===== config.mk =====
export PLATFORM = sky130hd
export DESIGN_NAME = cnms_out_skid
export DESIGN_NICKNAME = d
export VERILOG_FILES = /design/src/rtl/cnms_pkg.sv /design/src/rtl/cnms_out_skid.sv
export SDC_FILE = /design/constraint.sdc
export NUM_CORES = 1
export LEC_CHECK = 0
export ABC_AREA = 1
export ABC_CLOCK_PERIOD_IN_PS = 4900
export BUFFER_PORTS_ARGS = -buffer_cell sky130_fd_sc_hd__buf_4
export CAP_MARGIN = 30
export CORE_UTILIZATION = 37
export DETAILED_ROUTE_END_ITERATION = 12
export SLEW_MARGIN = 20
export SYNTH_ARGS = -nofsm -noshare
export SYNTH_HDL_FRONTEND = slang
export SYNTH_SLANG_ARGS = --single-unit

===== constraint.sdc =====
create_clock -name clk_i -period 4.9 [get_ports clk_i]
set_input_delay 0 -clock clk_i [delete_from_list [all_inputs] [get_ports clk_i]]
set_output_delay 0 -clock clk_i [all_outputs]
set_load 0.01 [all_outputs]

===== src/rtl/cnms_pkg.sv =====
`timescale 1ns / 1ps
`default_nettype none

package cnms_pkg;

  localparam int MagW     = 16;
  localparam int GradW    = 16;
  localparam int SizeW    = 12;
  localparam int CfgIdxW  = 2;
  localparam int CfgDataW = 16;

  localparam int DefMaxWidth  = 2048;
  localparam int DefMaxHeight = 2048;

  localparam int FrameWidthRst  = 640;
  localparam int FrameHeightRst = 480;
  localparam int LowThrRst      = 1;
  localparam int MinSize        = 3;

  // Q16 tangents of 22.5 and 67.5 degrees
  localparam int TanNarrow = 27145;
  localparam int TanWide   = 158217;
  localparam int TanShift  = 16;
  localparam int NarrowW   = 31;
  localparam int WideW     = 34;
  localparam int AyW       = GradW + TanShift;

  localparam logic [CfgIdxW-1:0] CfgFrameWidth  = CfgIdxW'(0);
  localparam logic [CfgIdxW-1:0] CfgFrameHeight = CfgIdxW'(1);
  localparam logic [CfgIdxW-1:0] CfgLowThr      = CfgIdxW'(2);

  typedef struct packed {
    logic                    req_type;
    logic signed [GradW-1:0] grad_x;
    logic signed [GradW-1:0] grad_y;
    logic [MagW-1:0]         grad_mag;
  } in_word_t;

  typedef struct packed {
    logic [MagW-1:0] out_mag;
    logic            suppressed;
    logic            last_pixel;
  } out_word_t;

  // control that travels with each pipeline slot
  typedef struct packed {
    logic valid;
    logic has_res;
    logic border;
    logic last;
  } ctrl_t;

  // 3x3 magnitude window: [row][col], row 0 = top, col 0 = newest
  typedef logic [2:0][2:0][MagW-1:0] win_t;

  // largest size the 12-bit field can express under a given limit
  function automatic int size_limit(input int max_size);
    if (max_size > (1 << SizeW) - 1) return (1 << SizeW) - 1;
    return max_size;
  endfunction

  function automatic logic [SizeW-1:0] clamp_size(input logic [SizeW-1:0] v, input int hi);
    if (v < SizeW'(MinSize)) return SizeW'(MinSize);
    if (int'(v) > hi) return SizeW'(hi);
    return v;
  endfunction

endpackage

`default_nettype wire


===== src/rtl/cnms_out_skid.sv =====
`timescale 1ns / 1ps
`default_nettype none

module cnms_out_skid import cnms_pkg::*; (
  input  wire logic      clk_i,
  input  wire logic      rst_ni,
  input  wire logic      push_i,
  input  wire out_word_t push_data_i,
  output logic           ready_o,
  output logic           out_valid_o,
  input  wire logic      out_ready_i,
  output out_word_t      out_data_o
);

  logic      out_valid_q, sk_valid_q;
  out_word_t out_q, sk_q;
  logic      take;

  assign take = out_valid_q && out_ready_i;

  always_ff @(posedge clk_i or negedge rst_ni) begin
    if (!rst_ni) begin
      out_valid_q <= 1'b0;
      sk_valid_q  <= 1'b0;
    end else if (sk_valid_q) begin
      if (take) sk_valid_q <= 1'b0;
    end else if (push_i) begin
      if (!out_valid_q || take) out_valid_q <= 1'b1;
      else sk_valid_q <= 1'b1;
    end else if (take) begin
      out_valid_q <= 1'b0;
    end
  end

  always_ff @(posedge clk_i) begin
    if (sk_valid_q) begin
      if (take) out_q <= sk_q;
    end else if (push_i) begin
      if (!out_valid_q || take) out_q <= push_data_i;
      else sk_q <= push_data_i;
    end
  end

  assign ready_o     = !sk_valid_q;
  assign out_valid_o = out_valid_q;
  assign out_data_o  = out_q;

endmodule

`default_nettype wire


Word-level counts from Yosys, hierarchy flattened
Cells that the tools add are included.

cells by class
  mux-type cells = 11
  equal/unequal tests = 2
  bitwise gates (word level) = 2
  reduce and logical (&&, ||, !) cells = 10

operator list
  cell                                                              count
  18-bit two-way mux                                                4
  3-bit AND reduction                                               3
  1-bit two-way mux                                                 7
  2-bit nonzero test                                                3
  2-bit by 1-bit != test with 1-bit output (second input constant)  2
  1-bit zero test                                                   2
  1-bit NOT                                                         2
  1-bit logical AND                                                 1
  1-bit logical OR                                                  1

word-level totals
  flip-flop bits (word level) = 38
  output and inout bits = 20
  bits of input ports = 22
  logic and storage cells = 33

Depth between registers and ports, before layout
Gate-level depths: netlist of run 1.

  depth in word-level cells = 5
  depth in mapped cells = 4
  mapped depth without buffers = 4

Worst setup path before layout of run 1
No wires, ideal clock.

  path type = reg2reg
  from = reg sk_valid_q
  to = reg sk_q[0] in the netlist's numbering, enable pin
  required time = 4.507 ns
  data arrival time = 1.430 ns
  stages on the path, launching flop included = 5
  clock period less this slack = 1.823 ns
  path buffers = 1
  library setup time = 0.393 ns
  setup slack = 3.077 ns
  cells stage by stage = dfrtp_1 > inv_2 > buf_6 > nand2_1 > nor2_1

between the ends
  cells in the longest elaborated chain, start to end = 2

RTL lines
  what                           RTL line             RTL
  start, declared                cnms_out_skid.sv:15  logic out_valid_q, sk_valid_q;
  start signal, assigned         cnms_out_skid.sv:24  sk_valid_q <= 1'b0;
  start signal, assigned         cnms_out_skid.sv:26  if (take) sk_valid_q <= 1'b0;
  start signal, assigned         cnms_out_skid.sv:29  else sk_valid_q <= 1'b1;
  1-bit NOT (no line)            n/a
  3-bit AND reduction (no line)  n/a
  end signal, assigned           cnms_out_skid.sv:40  else sk_q <= push_data_i;
  end, declared                  cnms_out_skid.sv:16  out_word_t out_q, sk_q;

No other way between the ends.
A chain may end at the register's enable or synchronous reset.

Final worst setup path of run 1
  from = reg sk_valid_q
  to = reg out_q (netlist bit out_data_o[10]), enable pin

between the ends
  cells in the longest elaborated chain, start to end = 2
  elaborated cells on any way between the ends = 4
  those cells by class = eq/ne: 1; reduce/logical: 3

RTL lines
  what                                                                                      RTL line             RTL
  2-bit by 1-bit != test with 1-bit output (no line) or 2-bit nonzero test (tied branches)  n/a
  3-bit AND reduction (no line) *                                                           n/a
  end signal, assigned                                                                      cnms_out_skid.sv:37  if (take) out_q <= sk_q;
  end signal, assigned                                                                      cnms_out_skid.sv:39  if (!out_valid_q || take) out_q <= push_data_i;
  end, declared                                                                             cnms_out_skid.sv:16

Every way passes the cells marked *; elsewhere a longest branch is shown, timed or not.

==> results of run 1 <==
[registers in the layout, indices dropped and copies added, names as in the netlist]
name and flops:
out_data_o 18, out_valid_o 1, sk_q 18, sk_valid_q 1
[metrics by stage]
step	instance area, µm²	utilization	std cells
6_report	2050	0.556	225
5_1_grt	2050	0.556	225
4_1_cts	2050	0.556	225
3_5_place_dp	1770	0.479	197
3_3_place_gp	1770	0.479	197
2_1_floorplan	1440	-	112
[how the worst min path moves through the flow]
stage                              to  startpoint  cells past startpoint  slack, ps
after CTS                  sk_valid_q      rst_ni                      2         30
after global routing      out_valid_o      rst_ni                      2         40
after detailed placement  out_valid_o      rst_ni                      1       -220
after global placement    out_valid_o      rst_ni                      1       -220
final                      sk_valid_q      rst_ni                      2         40
after floorplan           out_valid_o      rst_ni                      0       -300
[where the power goes]
group / total (mW) / leakage, nW / switching [mW] / internal, mW
Combinational: 0.150 / 0.489 / 0.0788 / 0.0713
Sequential: 0.431 / 0.362 / 0.0207 / 0.410
Clock: 0.194 / 0.0426 / 0.0965 / 0.0976
Total: 0.775 / 0.894 / 0.196 / 0.579
[kinds of logic after synthesis]
group / Yosys count / synth area share
AO/OA/AOI/OAI: 1 / 0.00348
buffers and inverters: 9 / 0.0418
flip-flops: 38 / 0.787
AND/OR/NAND/NOR: 64 / 0.167
[routing by layer]
metal  vias to the layer above  part of all wire  wire length [µm]  GRT usage
met5                         -                 0                 0          0
met4                         0             0.022                53     0.0750
met3                         7             0.054               131     0.0375
met2                        34              0.52              1260      0.217
met1                       442              0.41               999      0.134
li1                        494                 -                 -          -
[area by class of cell]
type / count / area [µm²] / area share
sequential: 38 / 1130 / 0.552
clock inverter: 2 / 8.76 / 0.00427
inverter: 5 / 18.8 / 0.00916
timing repair buffer: 61 / 508 / 0.248
multi-input combinational: 65 / 250 / 0.122
clock buffer: 6 / 72.6 / 0.0354
tap: 48 / 60.1 / 0.0293
[cells in the final DEF (no fill, tap or decap)]
| cell | count |
|---|---|
| clkbuf_8 | 5 |
| clkbuf_1 | 1 |
| nor2_1 | 2 |
| clkinv_1 | 1 |
| inv_2 | 2 |
| nand2_1 | 60 |
| buf_4 | 41 |
| inv_1 | 3 |
| clkinv_2 | 1 |
| dlygate4sd3_1 | 20 |
| o21ai_1 | 1 |
| dfrtp_1 | 2 |
| edfxtp_1 | 36 |
| nor2_2 | 2 |
==> results_dict.tcl, run 1 <==
set metrics [dict create \
    ys_seq_area_frac 0.787 \
    place_ws_ps 2490 \
    drive_gt1_frac 0.288 \
    setup_ws_ps 2480 \
    cts_resized 0 \
    drcViolationCount 0 \
    power.density_nw_per_um2 378 \
    path_buf_inv 1 \
    clock.fmax_mhz 413 \
    drt_iter0_markers 25 \
    synth_top_cell_by_area "edfxtp_1" \
    cp.arrival_ps 2330 \
    crit_path_end "out_data_o[10]" \
    clkLatencyLatePin_ps 280 \
    cp-start-kind "flip-flop" \
    status "finished clean" \
    required_ps 4810 \
    postRouteAntennaNets 0 \
    hold_viol_final 0 \
    cp.depth 4 \
    grt_pass1_vias 933 \
    syn_area_per_cell_um2 12.8 \
    crit_type "flip-flop to flip-flop" \
    initial_core_util 0.389 \
    critical_path.max_stage_delay_ps 790 \
    chipHeight_um 64.3 \
    wire_per_inst_um 10.9 \
    worst_pin_slew_ps 869 \
    rsz0062_at_grt "no" \
    path_delay_family "simple AND/OR/NAND/NOR gates" \
    syn_inst 112 \
    async_flop_share 0.0526 \
    yosys.area.top_type_share 0.753 \
    die_w_um 64.3 \
    num-nets-final 198 \
    crit_path_frequent_cell "nand2_1" \
    routed-via-count 977 \
    dieArea_um2 4140 \
    tritoncts "built" \
    synthTopCellsByArea "edfxtp_1, nand2_1, dfrtp_1, buf_6, nor2_1" \
    syn_to_final_growth_pct 42.7 \
    synthTopCellsByCount "nand2_1, edfxtp_1, nor2_1, buf_6, inv_1" \
    clock_path_buffers 2 \
    maxSlewViolCount 0 \
    ios 42 \
    core_area_um2 3690 \
    dp_hpwl_um 1620 \
    avgViaCountPerCell 4.34 \
    syn_area_um2 1440 \
    grt-ovfl-total 0 \
    final.setup_skew_ps 1.18 \
    ir_drop_uv 227 \
    cts_hold_buf 20 \
    synth.distinct_cells 9 \
    synth_edf_count 36 \
    worstHoldPathType "input port to asynchronous set/reset pin" \
    synth_warnings 0 \
    cts_setup_buffers 0 \
    fin_crit_ps 2420 \
    wl_um 2450 \
    relSlewSlack 0.420 \
    critPathLaunch "sk_valid_q" \
    leakage_nw 0.894 \
    reg2reg_to "out_data_o[10]" \
    yosysMostFrequentCell "nand2_1" \
    hold_slack_ps 41.0 \
    max_cap_violations 0 \
    cts_buffers 5 \
    r2r_cells 4 \
    worstPathCellList "inv_2, nand2_1, nand2_1, nor2_2" \
    r2r_setup_slack_ps 2480 \
    track_usage 0.126 \
    final.setup.tns_ps 0 \
    synth_seq_cells 38 \
    htree_levels 2 \
    finalCritPeriodShare 0.495 \
    clk_pin_slew_ps 70 \
    path_max_fanout 21 \
    crit_path_top_delay_cell "dfrtp_1" \
    io_buffers 41 \
    root_buffer "clkbuf_8" \
    grt_max_degree 22 \
    power_mw 0.775 \
    gp_congestion 0.757 \
    synth_ff_type "edfxtp_1" \
    antenna_found_initial 0 \
    clock-sinks 38 \
    rows 22 \
    diodes 0 \
    n_fill_cell 320 \
    end_kind "flip-flop" \
    grt_first_pass_wirelength_um 3800 \
    finalSetupViolCount 0 \
    first_pass_iters 4 \
    syn_nets 134 \
    r2r-start "sk_valid_q" \
]
(Power assumes the default switching activity.)
==> inputs of run 2 (changes only) <==
--- a/config.mk
+++ b/config.mk
@@ -5,8 +5,8 @@
 export SDC_FILE = /design/constraint.sdc
 export NUM_CORES = 1
 export LEC_CHECK = 0
-export ABC_AREA = 1
-export ABC_CLOCK_PERIOD_IN_PS = 4900
+export ABC_AREA = 0
+export ABC_CLOCK_PERIOD_IN_PS = 2100
 export BUFFER_PORTS_ARGS = -buffer_cell sky130_fd_sc_hd__buf_4
 export CAP_MARGIN = 30
 export CORE_UTILIZATION = 37
==> constraint.sdc (replaced) <==
create_clock -name clk_i -period 2.1 [get_ports clk_i]
set_input_delay 0 -clock clk_i [delete_from_list [all_inputs] [get_ports clk_i]]
set_output_delay 0 -clock clk_i [all_outputs]
set_load 0.01 [all_outputs]
==> run 2 against run 1 <==
Compared with the run above:
- power rose to 3.2 times the previous value
- non-clock buffer count up 4
- worst setup slack lost 1700 ps
- core utilization is 0.87 points higher
- critical path type unchanged
- largest cell class unchanged
- highest routed layer unchanged
==> results_dict.tcl, run 2 <==
set metrics [dict create \
    status "finished clean" \
    crit_type "flip-flop to flip-flop" \
    initial_core_util 0.395 \
    synthMuxAreaShare 0.174 \
    syn_to_final_growth_pct 42.7 \
    hold_viol_final 0 \
    yosys.area.top_type_share 0.725 \
    grt-ovfl-total 0 \
    required_ps 2030 \
    synth-xor-area-share 0 \
    chipHeight_um 65.5 \
    clkLatencyLatePin_ps 280 \
    power.internal_mw 1.83 \
    clock-sinks 38 \
    syn_nets 90 \
    diodes 0 \
    p_seq_frac 0.467 \
    async_flop_share 0.0526 \
    final.setup_skew_ps 5.48 \
    synth_top_cell_by_area "edfxtp_1" \
    path_buf_inv 0 \
    drcViolationCount 0 \
    grt_pass1_vias 889 \
    num-nets-final 159 \
    syn_inst 68 \
    switching_power_mw 0.676 \
    syn_area_per_cell_um2 21.9 \
    worst_pin_slew_ps 470 \
    synth_adder_area_share 0 \
    grt_first_pass_wirelength_um 4040 \
    syn_area_um2 1490 \
    end_kind "flip-flop" \
    maxSlewViolCount 0 \
    worstHoldPathType "input port to flip-flop" \
    synth_ff_type "edfxtp_1" \
    routed-via-count 806 \
    finalCritPeriodShare 0.644 \
    place_ws_ps 748 \
    synth-compound-area-share 0.0151 \
    synth.distinct_cells 14 \
    synth_top_family_by_area "multiplexers" \
    first_pass_iters 4 \
    yosys.area_share.simple 0.0218 \
    max_cap_violations 0 \
    ios 42 \
    setup_ws_ps 747 \
    rows 22 \
    track_usage 0.132 \
    synth_warnings 0 \
    synthTopCellsByCount "edfxtp_1, mux2_4, mux2_2" \
    p_sw_frac 0.270 \
    cp.arrival_ps 1280 \
    antenna_found_initial 0 \
    core_area_um2 3770 \
    path_delay_family "simple AND/OR/NAND/NOR gates" \
    postRouteAntennaNets 0 \
    drive_gt1_frac 0.514 \
    die_w_um 65.5 \
    final_util 0.564 \
    final.setup.tns_ps 0 \
    root_buffer "clkbuf_8" \
    cts_setup_buffers 0 \
    synthTopCellsByArea "edfxtp_1, mux2_4, dfrtp_1, mux2_2, buf_6" \
    combPwrFrac 0.349 \
    worstPathCellList "and4bb_2" \
    power.clock.fraction 0.183 \
    synth_edf_count 36 \
    gp_congestion 0.610 \
    drt_iter0_markers 26 \
    power.density_nw_per_um2 1180 \
    leakage_nw 0.859 \
    grt_max_degree 19 \
    clock.fmax_mhz 739 \
    synth_seq_cells 38 \
    clock_path_buffers 2 \
    wl_um 2420 \
    htree_levels 2 \
    cp-start-kind "flip-flop" \
    dp_hpwl_um 1650 \
    relSlewSlack 0.686 \
    tritoncts "built" \
    final_cell_mix "buf_4, edfxtp_1, dlygate4sd3_1" \
    io_buffers 41 \
    wire_per_inst_um 13.0 \
    critical_path.max_stage_delay_ps 610 \
    avgViaCountPerCell 4.33 \
    power_mw 2.50 \
    yosysMostFrequentCell "edfxtp_1" \
    layout_commonest_cell "buf_4" \
    ys_seq_area_frac 0.758 \
    rsz0062_at_grt "no" \
    finalSetupViolCount 0 \
    fin_crit_ps 1350 \
    clk_pin_slew_ps 70 \
    ir_drop_uv 537 \
    crit_path_top_delay_cell "and4bb_2" \
    cts_buffers 5 \
    path_max_fanout 18 \
    dieArea_um2 4290 \
]
## run 2: cell types whose count changed in the layout (fill, tap and decap cells not counted), moves of 2 or more
cell	before	now
nor2_2	2	0
mux2_2	0	3
mux2_4	0	15
nand2_1	60	0
inv_1	3	0
buf_4	41	45
## run 2: worst paths after layout
check	end	depth (start not counted)	slack (ps)	from
worst min-delay path	sk_valid_q	3	30	out_ready_i
worst max-delay path	sk_q[4]	1	750	sk_valid_q
worst max register to register	sk_q[4]	1	750	sk_valid_q
worst min register to register	out_data_o[13]	1	550	sk_q[13]
max in group asynchronous	sk_valid_q	2	1980	rst_ni
min in group asynchronous	out_valid_o	2	40	rst_ni
## run 2: metrics by stage
stage	instances	instance area (µm²)	hold slack, ps
floorplan	68	1490	-296
global placement	158	1850	-217
detailed placement	158	1850	-217
CTS	186	2130	17.4
global route	186	2130	25.7
finish	186	2130	29.3
## run 2: final cells by class
cell class | instances | area, µm²
multi-input cells | 26 | 314
fillers | 311 | 1640
flip-flops and latches | 38 | 1130
inverters | 1 | 3.75
clock inverters | 2 | 8.76
clock buffers | 6 | 72.6
well taps | 48 | 60.1
repair buffers | 65 | 538
## run 2: logic make-up after synthesis
kind of cell / Yosys count
DFF: 38
buffers and inverters: 4
and+or+nand+nor: 5
muxes: 18
AOI/OAI and AO/OA: 3
## run 2: per-layer routing
metal  vias to the layer above  part of all wire  GRT usage
met5                         -                 0          0
met4                         0             0.029     0.0842
met3                         7             0.044     0.0382
met2                        21              0.54      0.227
met1                       379              0.38      0.141
li1                        399                 -          -
## run 2: timing repair
| item | CTS | global route |
|---|---|---|
| endpoints found under the hold margin | 21 | 0 |
| setup endpoints to repair | 0 | 0 |
| hold buffers | 20 | 0 |
| gates resized for setup | 0 | 0 |
## run 2: power by group through the flow
stage	sequential, mW	combinational, mW	clock, mW
finish	1.17	0.874	0.459
detailed placement	1.19	0.860	0
floorplan	1.26	0.484	0
global placement	1.18	0.846	0
global route	1.19	0.939	0.518
CTS	1.17	0.893	0.476
